--- config.mk ---
export PLATFORM = sky130hd
export DESIGN_NAME = cop_div_cell
export DESIGN_NICKNAME = d
export VERILOG_FILES = /design/src/design/assert_macros.svh /design/src/design/cop_pkg.sv /design/src/design/cop_div_cell.sv
export SDC_FILE = /design/constraint.sdc
export NUM_CORES = 1
export LEC_CHECK = 0
export BUFFER_PORTS_ARGS = -buffer_cell sky130_fd_sc_hd__buf_2
export CAP_MARGIN = 20
export CORE_AREA = 3 3 159 161
export CTS_CLUSTER_SIZE = 24
export DETAILED_ROUTE_END_ITERATION = 16
export DIE_AREA = 0 0 162 164
export HOLD_SLACK_MARGIN = 0.06
export PLACE_DENSITY = 0.61
export SLEW_MARGIN = 20
export SYNTH_ARGS = -nofsm -noshare
export SYNTH_HDL_FRONTEND = slang
export SYNTH_SLANG_ARGS = --single-unit
--- constraint.sdc ---
create_clock -name i_clk -period 3.6 [get_ports i_clk]
set_clock_uncertainty 0.15 [all_clocks]
set_input_delay 0 -clock i_clk [delete_from_list [all_inputs] [get_ports i_clk]]
set_output_delay 0 -clock i_clk [all_outputs]
set_load 0.02 [all_outputs]
--- src/design/assert_macros.svh ---
// assertion macros for the conic orbit position block
// expects i_clk and i_rst_n in the scope of use
`ifndef ASSERT_MACROS_SVH
`define ASSERT_MACROS_SVH
`ifndef SYNTH
`define COP_ASSERT_IMP(lbl, ante, cons, msg) \
    lbl: assert property (@(posedge i_clk) disable iff (!i_rst_n) (ante) |-> (cons)) \
        else $error(msg);
`define COP_ASSERT_NXT(lbl, ante, cons, msg) \
    lbl: assert property (@(posedge i_clk) disable iff (!i_rst_n) (ante) |=> (cons)) \
        else $error(msg);
`else
`define COP_ASSERT_IMP(lbl, ante, cons, msg)
`define COP_ASSERT_NXT(lbl, ante, cons, msg)
`endif
`endif

--- src/design/cop_pkg.sv ---
// shared types, constants and arctangent table for the conic orbit position block
// no dependencies
`default_nettype none
package cop_pkg;
    localparam int CORDIC_STAGES = 20;
    localparam int PHASE_BITS    = 48;
    localparam int CW = 34;   // cordic x/y width
    localparam int ZW = 33;   // cordic angle residual width
    localparam int TW = 35;   // mapped sine/cosine width
    localparam int DW = 34;   // divisor and remainder width
    localparam int QB = 31;   // quotient bits
    localparam logic signed [CW-1:0] CORDIC_GAIN = CW'(652032874);

    localparam logic [1:0] REG_EPOCH = 2'd0;
    localparam logic [1:0] REG_RATE  = 2'd1;
    localparam logic [1:0] REG_AXIS  = 2'd2;
    localparam logic [1:0] REG_ECC   = 2'd3;

    typedef struct packed {
        logic signed [CW-1:0] x;
        logic signed [CW-1:0] y;
        logic signed [ZW-1:0] z;
        logic [1:0]           quad;
    } t_cord;

    typedef struct packed {
        logic signed [TW-1:0] c;
        logic signed [TW-1:0] s;
        logic                 sat;
    } t_side;

    typedef struct packed {
        logic [DW-1:0] rem;
        logic [DW-1:0] dvs;
        logic [QB-1:0] numlo;
        logic [QB-1:0] quo;
        t_side         side;
    } t_div;

    // atan(2^-k) in units of 2^-32 turns
    function automatic logic signed [ZW-1:0] atan_turns(input logic [4:0] k);
        logic signed [ZW-1:0] v;
        case (k)
            5'd0:  v = ZW'(536870912);
            5'd1:  v = ZW'(316933406);
            5'd2:  v = ZW'(167458907);
            5'd3:  v = ZW'(85004756);
            5'd4:  v = ZW'(42667331);
            5'd5:  v = ZW'(21354465);
            5'd6:  v = ZW'(10679838);
            5'd7:  v = ZW'(5340245);
            5'd8:  v = ZW'(2670163);
            5'd9:  v = ZW'(1335087);
            5'd10: v = ZW'(667544);
            5'd11: v = ZW'(333772);
            5'd12: v = ZW'(166886);
            5'd13: v = ZW'(83443);
            5'd14: v = ZW'(41722);
            5'd15: v = ZW'(20861);
            5'd16: v = ZW'(10430);
            5'd17: v = ZW'(5215);
            5'd18: v = ZW'(2608);
            5'd19: v = ZW'(1304);
            5'd20: v = ZW'(652);
            5'd21: v = ZW'(326);
            5'd22: v = ZW'(163);
            5'd23: v = ZW'(81);
            5'd24: v = ZW'(41);
            5'd25: v = ZW'(20);
            5'd26: v = ZW'(10);
            5'd27: v = ZW'(5);
            5'd28: v = ZW'(3);
            5'd29: v = ZW'(1);
            5'd30: v = ZW'(1);
            default: v = '0;
        endcase
        return v;
    endfunction
endpackage
`default_nettype wire

--- src/design/cop_div_cell.sv ---
// one restoring division step: one quotient bit per cell
// depends on cop_pkg
`default_nettype none
module cop_div_cell (
    input  logic          i_clk,
    input  logic          i_rst_n,
    input  logic          i_en,
    input  logic          i_valid,
    input  cop_pkg::t_div i_div,
    output logic          o_valid,
    output cop_pkg::t_div o_div
);
    import cop_pkg::*;

    logic          r_valid;
    t_div          r_div;
    t_div          n_div;
    logic [DW:0]   trial;
    logic          ge;

    always_comb begin
        trial = {i_div.rem, i_div.numlo[QB-1]};
        ge    = (trial >= {1'b0, i_div.dvs});
        n_div = i_div;
        n_div.rem   = ge ? DW'(trial - {1'b0, i_div.dvs}) : DW'(trial);
        n_div.numlo = {i_div.numlo[QB-2:0], 1'b0};
        n_div.quo   = {i_div.quo[QB-2:0], ge};
    end

    always_ff @(posedge i_clk) begin
        if (!i_rst_n) begin
            r_valid <= 1'b0;
        end else if (i_en) begin
            r_valid <= i_valid;
        end
        if (i_en) begin
            r_div <= n_div;
        end
    end

    assign o_valid = r_valid;
    assign o_div   = r_div;
endmodule
`default_nettype wire

==> flow_metrics.tcl, run 1 <==
set metrics [dict create \
    status "did not finish" \
    post_cts_buffers 0 \
    synth_seq_area_share_pct 71.45 \
    h-tree-depth 1 \
    first-error "[ERROR RSZ-0060] Max buffer count reached." \
    numCtsBuffers 24 \
    ys.flop_type "edfxtp_1" \
    dp_hpwl_mm 20.60 \
    cts.repair.resized 0 \
    die_w_um 162 \
    clockBufferDepth 3 \
    synth_cell_types 56 \
    failed_stage "clock tree synthesis" \
    synth_edf_count 200 \
    hold_buffers 269 \
    ys_warn_count 0 \
    syn_nets 823 \
    initial_core_util_pct 34.98 \
    die_y_um 164 \
    place_congestion 0.8104 \
    netlist_area_mm2 0.008433 \
    rows 57 \
    synthArstFlopShare_pct 0 \
    clock-sinks 201 \
    ios 407 \
    syn_area_per_cell_um2 14.46 \
    port_buffers 404 \
    cts_root_buffer "clkbuf_16" \
    synth-seq-cells 201 \
    netlist_instances 583 \
]
## cells by family after synthesis
| logic type | Yosys count | synth area share, % |
|---|---|---|
| buffers and inverters | 59 | 2.967 |
| adders and majority gates | 35 | 5.282 |
| muxes | 2 | 0.2522 |
| xor gates and xnor gates | 30 | 3.116 |
| DFF | 201 | 71.45 |
| AOI/OAI and AO/OA | 137 | 10.30 |
| and+or+nand+nor | 118 | 6.587 |
| other | 1 | 0.04447 |
## cell usage after synthesis, types with 2 or more instances
cell type  number  area, um2
nor2b_1         4      25.02
nand4_1         8      50.05
inv_1          42      157.7
nand2_1        56      210.2
xor2_1         18      157.7
o211ai_1        2      15.01
clkbuf_1        5      18.77
edfxtp_1      200       6006
nand2b_1        5      31.28
nor3_1          4      20.02
a21o_1         16      120.1
nand3_1         4      20.02
a221o_1         2      20.02
and2_1          4      25.02
o21ai_1         2      10.01
a211oi_1        2      15.01
o21bai_1        7      52.55
nor2_1         18      67.56
xnor2_1        12      105.1
buf_4           4      30.03
and3_1          7      43.79
a21oi_1        32      160.2
ha_1           34      425.4
a21boi_0        2      15.01
nor4_1          4      25.02
buf_2           5      25.02
o21a_1          4      30.03
o31ai_1         2      15.01
a31oi_1         4      25.02
o21ai_0        48      240.2
## through the flow
step	setup WS, ns	std cells	cell area, um2	hold WS [ns]
3_3_place_gp	0.4315	1300	10830	0.02641
3_5_place_dp	0.3941	1300	10830	0.02813
2_1_floorplan	1.021	583	8433	-0.05113
==> run 2: changes to the inputs <==
--- a/config.mk
+++ b/config.mk
@@ -7,12 +7,10 @@
 export LEC_CHECK = 0
 export BUFFER_PORTS_ARGS = -buffer_cell sky130_fd_sc_hd__buf_2
 export CAP_MARGIN = 20
-export CORE_AREA = 3 3 159 161
-export CTS_CLUSTER_SIZE = 24
+export CORE_MARGIN = 3
+export CORE_UTILIZATION = 25
 export DETAILED_ROUTE_END_ITERATION = 16
-export DIE_AREA = 0 0 162 164
-export HOLD_SLACK_MARGIN = 0.06
-export PLACE_DENSITY = 0.61
+export PLACE_DENSITY_LB_ADDON = 0.15
 export SLEW_MARGIN = 20
 export SYNTH_ARGS = -nofsm -noshare
 export SYNTH_HDL_FRONTEND = slang
==> flow_metrics.tcl, run 2 <==
set metrics [dict create \
    path_clk_slew_ns 0.05 \
    max_stage_delay_ns 0.56 \
    synthAdderAreaFrac_pct 5.282 \
    vias_per_cell 4.217 \
    layout_min_cycle_time_ns 3.411 \
    netSwitchingFraction_pct 26.87 \
    ys_warn_count 0 \
    seq_power_share_pct 43.7 \
    dr.pass1.iters 4 \
    path_delay_family "buffers and inverters" \
    clk_latency_ns 0.52 \
    finalHoldViolCount 0 \
    instances_no_fill 1669 \
    netlist_area_mm2 0.008433 \
    synth_commonest_cells "200 x edfxtp_1, 56 x nand2_1, 48 x o21ai_0" \
    yosys.area_share.simple_pct 6.588 \
    post_route_cells_drive_above_1_share_pct 37.00 \
    initial_core_util_pct 25.66 \
    timing.final.ws_setup_ns 0.1893 \
    leakage_nw 5.977 \
    numCtsBuffers 24 \
    num_antenna_cells 0 \
    place_congestion 0.7790 \
    worstPathRequired_ns 3.71 \
    critPathArrivalTime_ns 3.53 \
    dp.cells 1421 \
    fin_crit_sh_pct 94.74 \
    path_buf_inv 4 \
    grt_overflow 0 \
    syn_area_per_cell_um2 14.46 \
    final_common_cell "buf_2" \
    max_freq_mhz 293.2 \
    powerDensity_mw_per_mm2 476.2 \
    slew_violations 0 \
    multiInputGateArea_mm2 0.002172 \
    dp_hpwl_mm 22.16 \
    synth_cell_types 56 \
    drt-total-wl_mm 30.12 \
    cts.repair.resized 0 \
    h-tree-depth 1 \
    synth_edf_count 200 \
    power_mw 6.584 \
    power.switching_mw 1.769 \
    slowest_stage "dlygate4sd3_1" \
    syn2layout_area_growth_pct 63.96 \
    internal-power_mw 4.815 \
    die_w_um 189.7 \
    cts_root_buffer "clkbuf_16" \
    synth_compound_area_share_pct 10.30 \
    synth.largest_area_cell "edfxtp_1" \
    drt_iter0_markers 343 \
    synth_top_family_by_area "compound AO/OA/AOI/OAI gates" \
    synthArstFlopShare_pct 0 \
    cp-end-kind "flip-flop" \
    path_max_fanout 12 \
    max_cap_violations 0 \
    place_ws_ns 0.3130 \
    slew_headroom_pct 50.00 \
    die_y_um 189.7 \
    post_cts_buffers 0 \
    mostFrequentLayoutCells "403 x buf_2, 205 x dlygate4sd3_1, 200 x edfxtp_1" \
    vdd_drop_max_v 0.0003169 \
    grt_max_degree 90 \
    grt_pass1_vias 7320 \
    rows 66 \
    synth-seq-cells 201 \
    fillers 3190 \
    synth_most_common_cell "edfxtp_1" \
    die_area_mm2 0.03597 \
    tritoncts "built" \
    pwr-share-comb_pct 20.5 \
    avgRoutedWirePerCell_um 18.05 \
    ys.flop_type "edfxtp_1" \
    power_frac_clock_pct 35.8 \
    netlist_instances 583 \
    hp-class "in -> reg" \
    largest_reg_flops 200 \
    status "finished clean" \
    start_kind "input port" \
    core_mm2 0.03287 \
    holdWs_ns 0.03662 \
    synth-xor-area-share_pct 3.116 \
    setup_viol_count_final 0 \
    synth_mux_area_share_pct 0.2522 \
    drtAntennaViolNets 0 \
    synth_top_area_share_pct 71.22 \
    clock-sinks 201 \
    syn_nets 823 \
    nets 1452 \
    clockBufferDepth 3 \
    ios 407 \
    synth_area_leaders "edfxtp_1 71%, ha_1 5.0%, o21ai_0 2.8%" \
    port_buffers 404 \
    dr_total_vias 7039 \
    crit_chain "dlygate4sd3_1, buf_2, inv_1, ha_1, a21o_1, or3_1, o21ai_2, o21ai_0, a32oi_1, and2_4, o21ai_0, dlygate4sd3_1" \
    track_usage_pct 15.65 \
    grt_pass1_wl_mm 43.55 \
    worstSetupPathType "in -> reg" \
    drc 0 \
    worst_pin_slew_ns 0.7500 \
    synth_seq_area_share_pct 71.45 \
    grt_antenna_before_repair 1 \
    seq_area_mm2 0.006026 \
]
## run 2: cell counts after synthesis
Identical to the previous run, type by type.
## run 2: power by group through the flow
stage	sequential (mW)	clock, mW	combinational [mW]
after floorplan	3.22	0	0.353
after global placement	2.92	0	1.17
after detailed placement	2.93	0	1.17
after CTS	2.88	2.45	1.36
after global routing	2.90	2.54	1.46
final	2.88	2.36	1.35
## run 2: kinds of logic (layout without fill, tap and decap cells)
kind of cell | after synthesis | in the layout
AOI/OAI and AO/OA | 137 | 137
xor gates and xnor gates | 30 | 30
adders and majority gates | 35 | 35
buffers and inverters | 59 | 701
DFF | 201 | 201
muxes | 2 | 2
other | 1 | 1
and+or+nand+nor | 118 | 120
## run 2: final cells by class
| class | count | share of cell area [%] |
|---|---|---|
| Tap cell | 442 | 4.000 |
| Inverter | 43 | 1.167 |
| Timing Repair Buffer | 617 | 30.06 |
| Sequential cell | 201 | 43.58 |
| Multi-Input combinational cell | 325 | 15.71 |
| Clock inverter | 10 | 0.9501 |
| Clock buffer | 31 | 4.534 |
## run 2: metrics by stage
step | TNS [ns] | utilization [%] | instance area, um2
floorplan | 0 | - | 8433
global placement | 0 | 33.47 | 11000
detailed placement | 0 | 33.47 | 11000
CTS | 0 | 42.02 | 13810
global route | -0.01230 | 42.07 | 13830
finish | 0 | 42.07 | 13830
## run 2: layer usage
metal	global-route usage, %	up-vias	share of wire (%)
li1	-	3435	-
met1	17.73	3314	39
met4	4.492	2	3.1
met3	4.128	42	7.0
met2	28.90	246	51
met5	0	-	0.023
## run 2: worst paths after layout
kind / from / end / slack, ns / cells past startpoint
setup / recovery: i_div[137] / o_div[171]$_DFFE_PP_ / 0.19 / 12
hold / removal: i_div[70] / o_div[70]$_DFFE_PP_ / 0.04 / 2
setup reg to reg: o_valid$_SDFFE_PN0P_ / o_valid$_SDFFE_PN0P_ / 2.29 / 3
hold reg to reg: o_valid$_SDFFE_PN0P_ / o_valid$_SDFFE_PN0P_ / 0.93 / 3
## run 2: what timing repair did
item | in CTS | in global routing
endpoints found under the setup margin | 0 | 2
hold endpoints to repair | 284 | 0
hold buffers | 205 | 0
## run 2: worst reg2reg max path, delay by kind of cell, from the launching register on
family                 cells  cell delay (ns)
buffers and inverters      1             0.56
AND/OR/NAND/NOR            1             0.06
flip-flops                 1             0.31
multiplexers               1             0.12
Note: power is estimated with default switching activity, not from simulation.
