==> src/design/assert_macros.svh <==
// assertion macros for the conic orbit position block
// expects i_clk and i_rst_n in the scope of use
`ifndef ASSERT_MACROS_SVH
`define ASSERT_MACROS_SVH
`ifndef SYNTH
`define COP_ASSERT_IMP(lbl, ante, cons, msg) \
    lbl: assert property (@(posedge i_clk) disable iff (!i_rst_n) (ante) |-> (cons)) \
        else $error(msg);
`define COP_ASSERT_NXT(lbl, ante, cons, msg) \
    lbl: assert property (@(posedge i_clk) disable iff (!i_rst_n) (ante) |=> (cons)) \
        else $error(msg);
`else
`define COP_ASSERT_IMP(lbl, ante, cons, msg)
`define COP_ASSERT_NXT(lbl, ante, cons, msg)
`endif
`endif

==> src/design/cop_pkg.sv <==
// shared types, constants and arctangent table for the conic orbit position block
// no dependencies
`default_nettype none
package cop_pkg;
    localparam int CORDIC_STAGES = 20;
    localparam int PHASE_BITS    = 48;
    localparam int CW = 34;   // cordic x/y width
    localparam int ZW = 33;   // cordic angle residual width
    localparam int TW = 35;   // mapped sine/cosine width
    localparam int DW = 34;   // divisor and remainder width
    localparam int QB = 31;   // quotient bits
    localparam logic signed [CW-1:0] CORDIC_GAIN = CW'(652032874);

    localparam logic [1:0] REG_EPOCH = 2'd0;
    localparam logic [1:0] REG_RATE  = 2'd1;
    localparam logic [1:0] REG_AXIS  = 2'd2;
    localparam logic [1:0] REG_ECC   = 2'd3;

    typedef struct packed {
        logic signed [CW-1:0] x;
        logic signed [CW-1:0] y;
        logic signed [ZW-1:0] z;
        logic [1:0]           quad;
    } t_cord;

    typedef struct packed {
        logic signed [TW-1:0] c;
        logic signed [TW-1:0] s;
        logic                 sat;
    } t_side;

    typedef struct packed {
        logic [DW-1:0] rem;
        logic [DW-1:0] dvs;
        logic [QB-1:0] numlo;
        logic [QB-1:0] quo;
        t_side         side;
    } t_div;

    // atan(2^-k) in units of 2^-32 turns
    function automatic logic signed [ZW-1:0] atan_turns(input logic [4:0] k);
        logic signed [ZW-1:0] v;
        case (k)
            5'd0:  v = ZW'(536870912);
            5'd1:  v = ZW'(316933406);
            5'd2:  v = ZW'(167458907);
            5'd3:  v = ZW'(85004756);
            5'd4:  v = ZW'(42667331);
            5'd5:  v = ZW'(21354465);
            5'd6:  v = ZW'(10679838);
            5'd7:  v = ZW'(5340245);
            5'd8:  v = ZW'(2670163);
            5'd9:  v = ZW'(1335087);
            5'd10: v = ZW'(667544);
            5'd11: v = ZW'(333772);
            5'd12: v = ZW'(166886);
            5'd13: v = ZW'(83443);
            5'd14: v = ZW'(41722);
            5'd15: v = ZW'(20861);
            5'd16: v = ZW'(10430);
            5'd17: v = ZW'(5215);
            5'd18: v = ZW'(2608);
            5'd19: v = ZW'(1304);
            5'd20: v = ZW'(652);
            5'd21: v = ZW'(326);
            5'd22: v = ZW'(163);
            5'd23: v = ZW'(81);
            5'd24: v = ZW'(41);
            5'd25: v = ZW'(20);
            5'd26: v = ZW'(10);
            5'd27: v = ZW'(5);
            5'd28: v = ZW'(3);
            5'd29: v = ZW'(1);
            5'd30: v = ZW'(1);
            default: v = '0;
        endcase
        return v;
    endfunction
endpackage
`default_nettype wire

==> src/design/cop_cordic_cell.sv <==
// one rotation stage of the cordic chain
// depends on cop_pkg
`default_nettype none
module cop_cordic_cell (
    input  logic           i_clk,
    input  logic           i_rst_n,
    input  logic           i_en,
    input  logic           i_valid,
    input  logic [4:0]     i_shift,
    input  cop_pkg::t_cord i_cord,
    output logic           o_valid,
    output cop_pkg::t_cord o_cord
);
    import cop_pkg::*;

    logic          r_valid;
    t_cord         r_cord;
    t_cord         n_cord;
    logic signed [CW-1:0] dx;
    logic signed [CW-1:0] dy;
    logic signed [ZW-1:0] at;

    always_comb begin
        dx = i_cord.y >>> i_shift;
        dy = i_cord.x >>> i_shift;
        at = atan_turns(i_shift);
        n_cord = i_cord;
        if (!i_cord.z[ZW-1]) begin
            n_cord.x = i_cord.x - dx;
            n_cord.y = i_cord.y + dy;
            n_cord.z = i_cord.z - at;
        end else begin
            n_cord.x = i_cord.x + dx;
            n_cord.y = i_cord.y - dy;
            n_cord.z = i_cord.z + at;
        end
    end

    always_ff @(posedge i_clk) begin
        if (!i_rst_n) begin
            r_valid <= 1'b0;
        end else if (i_en) begin
            r_valid <= i_valid;
        end
        if (i_en) begin
            r_cord <= n_cord;
        end
    end

    assign o_valid = r_valid;
    assign o_cord  = r_cord;
endmodule
`default_nettype wire

==> config.mk <==
export PLATFORM = sky130hd
export DESIGN_NAME = cop_cordic_cell
export DESIGN_NICKNAME = d
export VERILOG_FILES = /design/src/design/assert_macros.svh /design/src/design/cop_pkg.sv /design/src/design/cop_cordic_cell.sv
export SDC_FILE = /design/constraint.sdc
export NUM_CORES = 1
export LEC_CHECK = 0
export ABC_CLOCK_PERIOD_IN_PS = 7400
export BUFFER_PORTS_ARGS = -buffer_cell sky130_fd_sc_hd__clkbuf_2
export CAP_MARGIN = 20
export CELL_PAD_IN_SITES_DETAIL_PLACEMENT = 0
export CELL_PAD_IN_SITES_GLOBAL_PLACEMENT = 2
export CORE_UTILIZATION = 37
export DETAILED_ROUTE_END_ITERATION = 10
export PLACE_DENSITY_LB_ADDON = 0.05
export SLEW_MARGIN = 20
export SYNTH_ARGS = -nofsm -noshare
export SYNTH_HDL_FRONTEND = slang
export SYNTH_SLANG_ARGS = --single-unit
==> constraint.sdc <==
create_clock -name i_clk -period 7.4 [get_ports i_clk]
set_input_delay 0.74 -clock i_clk [delete_from_list [all_inputs] [get_ports i_clk]]
set_output_delay 0.74 -clock i_clk [all_outputs]
set_load 0.02 [all_outputs]
==> results of run 1 <==
[layout make-up]
class	count	area (um^2)
Fill cell	4267	24300
Multi-Input combinational cell	1507	12100
Sequential cell	104	3110
Timing Repair Buffer	285	1650
Tap cell	577	722
Clock buffer	11	233
Inverter	50	188
Clock inverter	5	31.3
[layer usage]
| layer | GRT usage, % | up-vias | part of all wire (%) |
|---|---|---|---|
| met5 | 0 | - | 0 |
| met4 | 11.0 | 0 | 3.4 |
| met3 | 5.69 | 105 | 8.5 |
| met2 | 42.8 | 766 | 43 |
| met1 | 40.6 | 7492 | 45 |
| li1 | - | 7171 | - |
[power breakdown]
group / total, uW / internal, uW / switching [uW]
Sequential: 914 / 873 / 40.4
Combinational: 2030 / 791 / 1240
Clock: 469 / 228 / 241
[sequential cells by signal, indices dropped and copies added, names as in the netlist]
| signal | count |
|---|---|
| o_cord | 103 |
| o_valid | 1 |
[kinds of logic (layout without fill, tap and decap cells)]
family / Yosys count / after routing
fa+ha+maj: 112 / 112
mux: 189 / 189
buf+inv: 154 / 351
xor+xnor: 169 / 169
simple gates: 498 / 498
compound gates: 539 / 539
flops: 104 / 104
[worst paths after layout]
kind	from	slack (ns)	to	depth (start not counted)
max	i_shift[0]	0.81	o_cord[67]	20
min	i_cord[1]	0.51	o_cord[1]	1
max reg2reg	o_valid	6.80	o_valid	2
min reg2reg	o_valid	0.53	o_valid	2
[through the flow]
stage	cell area, um^2	power (uW)	utilization (%)
final	18100	3410	42.7
after global routing	18100	3640	42.7
after CTS	18100	3430	42.7
after detailed placement	17800	2930	42.0
after global placement	17800	2940	42.0
after floorplan	16000	2330	-
[worst reg2reg max path: cells and delay by family (launching register included)]
| kind | cells | cell delay, ns |
|---|---|---|
| mux | 1 | 0.12 |
| flops | 1 | 0.31 |
| simple gates | 1 | 0.06 |
[synth_stat cells (all sizes together), types with 27 or more instances]
master    n
o21ai    92
clkbuf   41
ha      109
nor3     34
nand3    37
xnor2    98
a211oi   29
nand2   133
edfxtp  103
buf      63
inv      49
nor2    144
mux2i    70
xor2     71
mux4     94
a21o     55
a31oi    29
nor2b    27
a21oi   145
==> qor.log, run 1 <==
qor: flow_run.max-cap-violations 0
qor: yosys.mappedNetlistArea 16,000 um^2
qor: yosys.ys_top_cells_by_area edfxtp_1 (19%), mux4_2 (10%), ha_1 (8.5%), xnor2_1 (5.4%), a21oi_1 (4.5%)
qor: critical_path.end_kind flip-flop
qor: timing.sum_of_negative_setup_slack 0 ns
qor: yosys.area_share_of_and_or_nand_nor_cells_after_synthesis 15.1%
qor: yosys.postSynthCellCount 1,765
qor: global_routing.first_pass_grt_wire_length 95.0 mm
qor: global_routing.initial_antenna_violation_count 0
qor: global_routing.largest_net_degree_at_the_start_of_global_routing 62
qor: cells_and_area.area_growth 12.6%
qor: critical_path.cell_family_contributing_the_most_delay_on_the_critical_path compound AO/OA/AOI/OAI gates
qor: cts.tritoncts yes
qor: cells_and_area.final_cell_mix clkbuf_2 (210), a21oi_1 (144), nor2_1 (142)
qor: drt.route.vias.total 15,534
qor: cts.insertion_delay 0.40 ns
qor: cells_and_area.stdcell_count 2,539
qor: critical_path.timing.critical_path.from_type input pin
qor: yosys.asyncSetResetFlopFracSynth 0%
qor: cells_and_area.antenna_cells_inserted 0
qor: critical_path.crit_path_top_delay_cell a221oi_1
qor: global_routing.track_usage 28.7%
qor: critical_path.timing.critical_path.fanout_max 61
qor: cts.cts.hold.buffers_added 0
qor: placed_design.dp_slack 0.444 ns
qor: die.fp.dieArea 44,200 um^2
qor: timing.timing.clock.skew 0 ns
qor: global_routing.first_global_vias 15,053
qor: critical_path.critical_path_class in -> reg
qor: yosys.synth.distinct_cells 98
qor: placed_design.gpl.final_weighted_congestion 0.965
qor: placed_design.port_buffers 215
qor: drt.drt_pass1_iterations 6
qor: yosys.sequential_cell_area_fraction_in_the_yosys_report 19.4%
qor: drt.detail-route-antenna-nets 0
qor: cells_and_area.design.final.nets 2,181
qor: timing.finalWorstPathRequiredPeriod 6.59 ns
qor: drt.remaining_drc_errors 0
qor: yosys.synth_top_flop_cell edfxtp_1
qor: die.top_level_ports 216
qor: cts.tritoncts_num_sinks 104
qor: yosys.largest_family_of_logic_cells_by_synthesized_area compound AO/OA/AOI/OAI gates
qor: cts.htree_num_levels 3
qor: critical_path.sum_of_buffers_and_inverters_on_the_critical_path 2
qor: timing.drv_slew 0
qor: critical_path.arrival_time_reported_for_the_critical_path_endpoint 6.74 ns
qor: timing.layout_setup_ws 0.808 ns
qor: timing.max_clock_freq 0.152 GHz
qor: timing.report.final.setup_viol 0
qor: critical_path.timing.critical_path.required 7.55 ns
qor: critical_path.worstPathCellList buf_6 > buf_12 > mux2_2 > mux2i_1 > mux2i_1 > a221oi_1 > and4_1 > and4_2 > and2_1 > nor2_1 > xnor2_1 > ha_1 > and3_1 > and4_1 > o21bai_1 > a21o_1 > o21ai_0 > o31ai_1 > nor2_1 > a211o_1
qor: yosys.yosys_register_bits 104
qor: cts.postCtsSetupRepairBufs 0
qor: drt.drt_iter0_markers 1,379
qor: yosys.synthesis.yosys.warnings 0
qor: yosys.synthAdderAreaFrac 8.88%
qor: yosys.synth-edff-count 103
qor: yosys.postSynthNetCount 1,989
qor: pwr.total_power_divided_by_cell_area 189 nW/um^2
qor: global_routing.congestion_overflow_gr 0
qor: die.floorplan.rows 75
qor: timing.worst_slew_margin_rel 33.9%
qor: yosys.synthMuxAreaShare 19.9%
qor: timing.fin_hold_ws 0.515 ns
qor: placed_design.dpl.cell_count 2,523
qor: timing.grt_setup_unrepaired no
qor: pwr.p_leak 0.00760 uW
qor: cts.cts_made_buffers 9
qor: min_path.min_path_type in -> reg
qor: placed_design.detailed_place_hpwl 49.4 mm
qor: cts.clk_path_buf_depth 2
qor: timing.timing.final.crit_share 89.1%
qor: pwr.power.ir.vdd_worst 0.113 mV
qor: drt.vias_per_cell 6.12
qor: yosys.synth_top_area_share 19.3%
qor: cts.cts_repair_resize_count 0
qor: timing.hold_viol_final 0
qor: yosys.post-synth-top-area-cell edfxtp_1
qor: die.die_height 210 um
qor: timing.tightestPinTransition 0.987 ns
qor: cts.cts.clk_slew.worst_paths 0.08 ns
qor: die.start_util 37.9%
qor: drt.route.detailed.wl_per_inst 25.0 um
qor: critical_path.cpPeakStageDelay 0.66 ns
qor: yosys.xor_and_xnor_area_share_after_synthesis 9.23%
qor: cells_and_area.layout-drive-gt1-share 22.3%
qor: cts.cts-root-buf clkbuf_16
qor: status.outcome finished, final reports clean
qor: die.placeableCoreArea 42,300 um^2
qor: yosys.postSynthAreaPerCell 9.08 um^2
qor: die.floorplan.die.width 210 um
qor: cells_and_area.mostFrequentLayoutCell clkbuf_2
qor: yosys.area_fraction_in_compound_gates_after_synthesis 22.3%
qor: drt.drt-total-wl 63.5 mm
No activity file was read; power rests on OpenSTA's default activity.
==> run 2: changes to the inputs <==
- CORE_UTILIZATION: 37 -> 30
==> run 2 against run 1 <==
  * Combinational power rose by 2%
  * Highest routed layer unchanged
  * Wire length increased by 7.2%
  * Die area increased by 23%
  * Largest power group unchanged
  * Via count fell by 0.98%
  * Total power is 2.6% higher
  * First-iteration DRC count shrank 14%
  * Critical path depth increased by 4
  * Clock skew stayed put
==> qor.log, run 2 (same netlist as run 1, synthesis figures left out) <==
qor: min_path.worst_hold_path.num_cells 1 [unchanged]
qor: min_path.worst_hold_path.endpoint o_cord[1] [unchanged]
qor: status.outcome finished, final reports clean [unchanged]
qor: global_routing.congestion_overflow_gr 0 [unchanged]
qor: pwr.power.ir.vdd_worst 0.105 mV [was 0.113 mV]
qor: drt.detail-route-antenna-nets 0 [unchanged]
qor: min_path.min_path_type in -> reg [unchanged]
qor: flow_run.max-cap-violations 0 [unchanged]
qor: critical_path.critical_path_class in -> reg [unchanged]
qor: critical_path.worstRegToRegCells 2 [unchanged]
qor: die.top_level_ports 216 [unchanged]
qor: critical_path.timing.critical_path.fanout_max 47 [was 61]
qor: critical_path.timing.critical_path.from_type input pin [unchanged]
qor: placed_design.port_buffers 215 [unchanged]
qor: timing.max_clock_freq 0.152 GHz [about the same]
qor: cts.htree_num_levels 3 [unchanged]
qor: critical_path.crit_path_top_delay_cell mux4_2 [was a221oi_1]
qor: pwr.internal-power 1940 uW [was 1890 uW]
qor: critical_path.timing.critical_path.depth 24 [was 20]
qor: critical_path.rr_endpoint o_valid [unchanged]
qor: global_routing.initial_antenna_violation_count 0 [unchanged]
qor: critical_path.regToRegSetupSlack 6.81 ns [was 6.80 ns]
qor: cts.cts_repair_resize_count 0 [unchanged]
qor: cells_and_area.mostFrequentLayoutCell clkbuf_2 [unchanged]
qor: cells_and_area.area_growth 14.9% [was 12.6%]
qor: cts.cts_made_buffers 9 [unchanged]
qor: critical_path.timing.critical_path.required 7.54 ns [was 7.55 ns]
qor: drt.route.detailed.wl_per_inst 25.5 um [was 25.0 um]
qor: pwr.switchingPower 1560 uW [was 1520 uW]
qor: cts.cts.hold.buffers_added 0 [unchanged]
qor: pwr.total_power_divided_by_cell_area 190 nW/um^2 [was 189 nW/um^2]
qor: pwr.share_clk_of_total_power 14.8% [was 13.7%]
qor: cts.postCtsSetupRepairBufs 0 [unchanged]
qor: cts.clk_path_buf_depth 2 [unchanged]
qor: pwr.share_comb_of_total_power 59.2% [was 59.5%]
qor: timing.finalWorstPathRequiredPeriod 6.56 ns [was 6.59 ns]
qor: cells_and_area.multi_input_area 12,100 um^2 [about the same]
qor: cells_and_area.design.final.nets 2,205 [was 2,181]
qor: die.fp.dieArea 54,400 um^2 [was 44,200 um^2]
qor: cts.cts.clk_slew.worst_paths 0.08 ns [about the same]
qor: timing.timing.final.crit_share 88.6% [was 89.1%]
qor: placed_design.dp_slack 0.457 ns [was 0.444 ns]
qor: cells_and_area.antenna_cells_inserted 0 [unchanged]
qor: critical_path.end_kind flip-flop [unchanged]
qor: critical_path.worstPathCellList buf_6 > buf_4 > mux4_2 > a22oi_1 > o21ai_0 > a221oi_1 > buf_4 > nand4_1 > buf_4 > nor3_1 > o2111a_1 > nor2_1 > xor2_1 > ha_1 > a21o_1 > a21o_1 > a21oi_1 > o21ai_0 > nor4b_1 > or3_1 > o21ai_0 > a2111o_1 > a221oi_1 > xnor2_1 [was buf_6 > buf_12 > mux2_2 > mux2i_1 > mux2i_1 > a221oi_1 > and4_1 > and4_2 > and2_1 > nor2_1 > xnor2_1 > ha_1 > and3_1 > and4_1 > o21bai_1 > a21o_1 > o21ai_0 > o31ai_1 > nor2_1 > a211o_1]
qor: cells_and_area.area.sequential 3110 um^2 [unchanged]
qor: critical_path.cell_family_contributing_the_most_delay_on_the_critical_path compound AO/OA/AOI/OAI gates [unchanged]
qor: timing.worst_slew_margin_rel 30.4% [was 33.9%]
qor: die.floorplan.rows 84 [was 75]
qor: die.floorplan.die.width 233 um [was 210 um]
qor: drt.remaining_drc_errors 0 [unchanged]
qor: global_routing.track_usage 24.8% [was 28.7%]
qor: die.placeableCoreArea 52,700 um^2 [was 42,300 um^2]
qor: drt.route.vias.total 15,382 [was 15,534]
qor: timing.layout_setup_ws 0.842 ns [was 0.808 ns]
qor: cts.tritoncts_num_sinks 104 [unchanged]
qor: cts.cts-root-buf clkbuf_16 [unchanged]
qor: global_routing.first_global_vias 14,937 [was 15,053]
qor: placed_design.gpl.final_weighted_congestion 0.976 [was 0.965]
qor: cells_and_area.largest_register_ff_count 103 [unchanged]
qor: cells_and_area.final_cell_mix clkbuf_2 (210), a21oi_1 (144), nor2_1 (143) [was clkbuf_2 (210), a21oi_1 (144), nor2_1 (142)]
qor: timing.hold_viol_final 0 [unchanged]
qor: die.start_util 30.4% [was 37.9%]
qor: global_routing.largest_net_degree_at_the_start_of_global_routing 58 [was 62]
qor: drt.drt-total-wl 68.1 mm [was 63.5 mm]
qor: global_routing.first_pass_grt_wire_length 99.4 mm [was 95.0 mm]
qor: critical_path.sum_of_buffers_and_inverters_on_the_critical_path 4 [was 2]
qor: cts.insertion_delay 0.40 ns [about the same]
qor: timing.drv_slew 0 [unchanged]
qor: timing.tightestPinTransition 1.03 ns [was 0.987 ns]
qor: pwr.p_leak 0.00773 uW [was 0.00760 uW]
qor: pwr.p_sw_share 44.5% [about the same]
qor: cells_and_area.postLayoutCoreUtil 35.0% [was 42.7%]
qor: drt.vias_per_cell 5.75 [was 6.12]
qor: placed_design.detailed_place_hpwl 53.7 mm [was 49.4 mm]
qor: critical_path.cpPeakStageDelay 0.57 ns [was 0.66 ns]
qor: critical_path.arrival_time_reported_for_the_critical_path_endpoint 6.69 ns [was 6.74 ns]
qor: cells_and_area.layout-drive-gt1-share 23.2% [was 22.3%]
qor: min_path.timing.hold.worst.start i_cord[1] [unchanged]
qor: timing.sum_of_negative_setup_slack 0 ns [unchanged]
qor: drt.drt_pass1_iterations 7 [was 6]
qor: timing.timing.clock.skew 0 ns [unchanged]
qor: cts.tritoncts yes [unchanged]
qor: timing.grt_setup_unrepaired no [unchanged]
qor: die.die_height 233 um [was 210 um]
qor: cells_and_area.num-fill-cells 5,513 [was 4,267]
qor: pwr.pwr-share-seq 26.0% [was 26.8%]
qor: critical_path.critical_path.reg2reg.startpoint o_valid [unchanged]
qor: timing.report.final.setup_viol 0 [unchanged]
qor: drt.drt_iter0_markers 1,187 [was 1,379]
run 2: through the flow:
step / instance area [um^2] / hold WS (ns) / instances / total power, uW
final: 18400 / 0.516 / 2674 / 3500
after global routing: 18400 / 0.509 / 2674 / 3740
after CTS: 18400 / 0.492 / 2674 / 3530
after detailed placement: 18100 / 0.507 / 2658 / 2980
after global placement: 18100 / 0.499 / 2658 / 2990
after floorplan: 16000 / 0.589 / 1765 / 2330
run 2: area by class of cell:
cell class,count,area share (%)
tap,688,4.68
inverter,50,1.02
timing repair buffer,309,10.1
clock inverter,5,0.306
multi-input combinational,1507,65.7
clock buffer,11,1.26
sequential,104,16.9
run 2: layer usage:
layer | part of all wire [%] | vias to the layer above | track usage [%] | wire length [um]
met5 | 0 | - | 0 | 0
met1 | 50 | 7607 | 36.7 | 33700
met3 | 4.7 | 71 | 2.55 | 3190
met4 | 2.6 | 0 | 7.86 | 1760
li1 | - | 7215 | - | -
met2 | 43 | 489 | 37.3 | 29400
run 2: worst max-delay path by stage:
stage                          start     endpoint  slack (ns)
final                     i_shift[0]  o_cord[102]        0.84
after global routing      i_shift[0]  o_cord[102]        0.49
after CTS                 i_shift[0]  o_cord[102]        0.87
after detailed placement  i_shift[0]  o_cord[102]        0.46
after global placement    i_shift[0]  o_cord[102]        0.43
after floorplan           i_shift[1]   o_cord[31]        1.46
run 2: power groups by stage:
| stage | clock, uW | combinational [uW] | sequential [uW] |
|---|---|---|---|
| floorplan | 0 | 1200 | 1130 |
| global placement | 0 | 2070 | 921 |
| detailed placement | 0 | 2050 | 925 |
| CTS | 546 | 2070 | 913 |
| global route | 558 | 2250 | 927 |
| finish | 518 | 2070 | 910 |
==> run 3: changes to the inputs <==
- CORE_UTILIZATION: 30 -> 38
- CTS_BUF_LIST: not set -> sky130_fd_sc_hd__clkbuf_2
- RECOVER_POWER: not set -> 50
==> run 3 against run 2 <==
  * The run now ends with capacitance limit, slew limit left
  * Count of clock-buffer cells in the layout rose by 1
  * Flip-flop and latch count did not move
  * Clock skew did not move
  * Total power fell by 8.5%
  * Register-to-register slack got worse by 0.10 ns
  * Clock power fell by 44%
  * Critical path type unchanged
  * Highest routed layer unchanged
==> qor.log, run 3 (same netlist as run 1, synthesis figures left out) <==
qor: status.outcome complete, but fails checks [was finished, final reports clean]
qor: status.violations_in_the_final_reports capacitance limit, slew limit
qor: placed_design.gpl.final_weighted_congestion 0.987 [was 0.976]
qor: die.floorplan.rows 74 [was 84]
qor: drt.drt_pass1_iterations 5 [was 7]
qor: cts.postCtsSetupRepairBufs 0 [unchanged]
qor: critical_path.worstRegToRegCells 2 [unchanged]
qor: placed_design.port_buffers 215 [unchanged]
qor: min_path.worst_hold_path.endpoint o_cord[0] [was o_cord[1]]
qor: cells_and_area.design.final.nets 2,179 [was 2,205]
qor: min_path.timing.hold.worst.start i_cord[0] [was i_cord[1]]
qor: global_routing.track_usage 28.6% [was 24.8%]
qor: critical_path.rr_endpoint o_valid [unchanged]
qor: cells_and_area.area.sequential 3110 um^2 [unchanged]
qor: critical_path.critical_path_class in -> reg [unchanged]
qor: timing.timing.final.crit_share 87.8% [was 88.6%]
qor: pwr.power.ir.vdd_worst 0.108 mV [was 0.105 mV]
qor: cells_and_area.layout.cell_area.non_filler 17,800 um^2 [was 18,400 um^2]
qor: cts.htree_num_levels 3 [unchanged]
qor: pwr.total_power 3200 uW [was 3500 uW]
qor: cells_and_area.num-fill-cells 4,169 [was 5,513]
qor: cells_and_area.final_cell_mix clkbuf_2 (174), a21oi_1 (144), nor2_1 (142) [was clkbuf_2 (210), a21oi_1 (144), nor2_1 (143)]
qor: timing.fin_hold_ws 0.111 ns [was 0.516 ns]
qor: timing.worst_slew_margin_rel -102% [was 30.4%]
qor: timing.drv_slew 107 [was 0]
qor: critical_path.regToRegSetupSlack 6.71 ns [was 6.81 ns]
qor: drt.remaining_drc_errors 0 [unchanged]
qor: min_path.worst_hold_path.num_cells 1 [unchanged]
qor: global_routing.first_pass_grt_wire_length 93.9 mm [was 99.4 mm]
qor: cts.tritoncts_num_sinks 104 [unchanged]
qor: drt.drt_iter0_markers 1,341 [was 1,187]
qor: timing.sum_of_negative_setup_slack 0 ns [unchanged]
qor: critical_path.end_kind flip-flop [unchanged]
qor: die.floorplan.die.width 207 um [was 233 um]
qor: min_path.min_path_type in -> reg [unchanged]
qor: die.start_util 38.9% [was 30.4%]
qor: timing.finalWorstPathRequiredPeriod 6.50 ns [was 6.56 ns]
qor: critical_path.arrival_time_reported_for_the_critical_path_endpoint 7.04 ns [was 6.69 ns]
qor: drt.route.detailed.wl_per_inst 24.8 um [was 25.5 um]
qor: die.die_height 207 um [was 233 um]
qor: timing.hold_viol_final 0 [unchanged]
qor: cells_and_area.mostFrequentLayoutCell clkbuf_2 [unchanged]
qor: drt.drt-total-wl 61.9 mm [was 68.1 mm]
qor: cells_and_area.largest_register_ff_count 103 [unchanged]
qor: timing.grt_setup_unrepaired no [unchanged]
qor: die.placeableCoreArea 41,200 um^2 [was 52,700 um^2]
qor: drt.route.vias.total 15,402 [was 15,382]
qor: critical_path.critical_path.reg2reg.startpoint o_valid [unchanged]
qor: cts.cts_made_buffers 9 [unchanged]
qor: pwr.total_power_divided_by_cell_area 180 nW/um^2 [was 190 nW/um^2]
qor: drt.vias_per_cell 6.18 [was 5.75]
qor: cts.clk_path_buf_depth 2 [unchanged]
qor: cts.cts.clk_slew.worst_paths 0.28 ns [was 0.08 ns]
qor: timing.timing.clock.skew 0 ns [unchanged]
qor: cells_and_area.multi_input_area 12,100 um^2 [about the same]
qor: cells_and_area.area_growth 10.9% [was 14.9%]
qor: global_routing.congestion_overflow_gr 0 [unchanged]
qor: placed_design.postPlaceCellArea 17,700 um^2 [was 18,100 um^2]
qor: cts.cts-root-buf clkbuf_2 [was clkbuf_16]
qor: pwr.p_leak 0.00738 uW [was 0.00773 uW]
qor: drt.detail-route-antenna-nets 0 [unchanged]
qor: critical_path.timing.critical_path.fanout_max 64 [was 47]
qor: cts.tritoncts yes [unchanged]
qor: global_routing.initial_antenna_violation_count 1 [was 0]
qor: timing.max_clock_freq 0.154 GHz [was 0.152 GHz]
qor: timing.report.final.setup_viol 0 [unchanged]
qor: die.fp.dieArea 43,000 um^2 [was 54,400 um^2]
qor: critical_path.timing.critical_path.from_type input pin [unchanged]
qor: flow_run.max-cap-violations 2 [was 0]
qor: die.top_level_ports 216 [unchanged]
qor: global_routing.largest_net_degree_at_the_start_of_global_routing 74 [was 58]
qor: placed_design.detailed_place_hpwl 48.7 mm [was 53.7 mm]
qor: cts.insertion_delay 0.78 ns [was 0.40 ns]
qor: timing.tightestPinTransition 3.03 ns [was 1.03 ns]
qor: global_routing.first_global_vias 14,771 [was 14,937]
qor: cells_and_area.layout-drive-gt1-share 19.6% [was 23.2%]
qor: critical_path.timing.critical_path.required 7.94 ns [was 7.54 ns]
-- run 3: changes by cell type in the layout (fill, tap and decap cells not counted), sizes merged --
cell,previous run,this run
diode,0,1
buf,99,69
clkbuf,221,225
inv,50,49
dlygate4sd3,0,1
-- run 3: routing by layer --
layer	routed length, um	part of all wire (%)	global-route usage, %	vias up
met4	1310	2.1	7.98	0
met3	4270	6.9	4.66	66
li1	-	-	-	7170
met5	0	0	0	-
met1	29400	47	41.5	7478
met2	27000	44	43.6	688
-- run 3: worst max path at each step --
stage	startpoint	endpoint	slack (ns)	depth (start not counted)
after global placement	i_shift[0]	o_cord[102]	0.19	22
after detailed placement	i_shift[0]	o_cord[102]	0.21	22
after CTS	i_shift[0]	o_cord[102]	1.13	22
after floorplan	i_shift[1]	o_cord[31]	1.46	25
final	i_shift[0]	o_cord[102]	0.90	22
after global routing	i_shift[0]	o_cord[67]	0.48	22
-- run 3: through the flow --
step	std cells	setup slack, ns	util (%)
3_5_place_dp	2475	0.213	43.0
6_report	2493	0.904	43.1
2_1_floorplan	1765	1.46	-
5_1_grt	2493	0.478	43.1
3_3_place_gp	2475	0.194	43.0
4_1_cts	2492	1.13	43.3
-- run 3: worst max-delay path, cell delays in order --
cell	delay (ns)
buf_6	0.49
mux4_1	0.68
nand2_1	0.09
o21ai_0	0.37
a221oi_1	0.57
buf_4	0.22
nand4_1	0.21
nor3_1	0.33
o2111a_1	0.31
nor2_1	0.07
xor2_1	0.20
ha_1	0.36
a21o_1	0.18
a21o_1	0.17
a21oi_1	0.13
o21ai_0	0.16
nor4b_1	0.45
or3_1	0.25
o21ai_0	0.13
a2111o_1	0.45
a221oi_1	0.32
xnor2_1	0.10
-- run 3: area by class of cell --
class,instances,share of cell area [%]
Multi-Input combinational cell,1507,68.1
Sequential cell,104,17.5
Timing Repair Buffer,283,8.98
Tap cell,532,3.74
Inverter,50,1.06
Clock buffer,12,0.338
Clock inverter,4,0.260
Antenna cell,1,0.0141
-- run 3: power by group --
group | switching, uW | total, uW | internal (uW)
Sequential | 39.7 | 912 | 872
Combinational | 1230 | 2000 | 764
Clock | 211 | 291 | 80.4
-- run 3: repair_timing --
item / in CTS / in global routing
hold buffers: 1 / 0
endpoints found under the hold margin: 1 / 0
gates resized for setup: 0 / 0
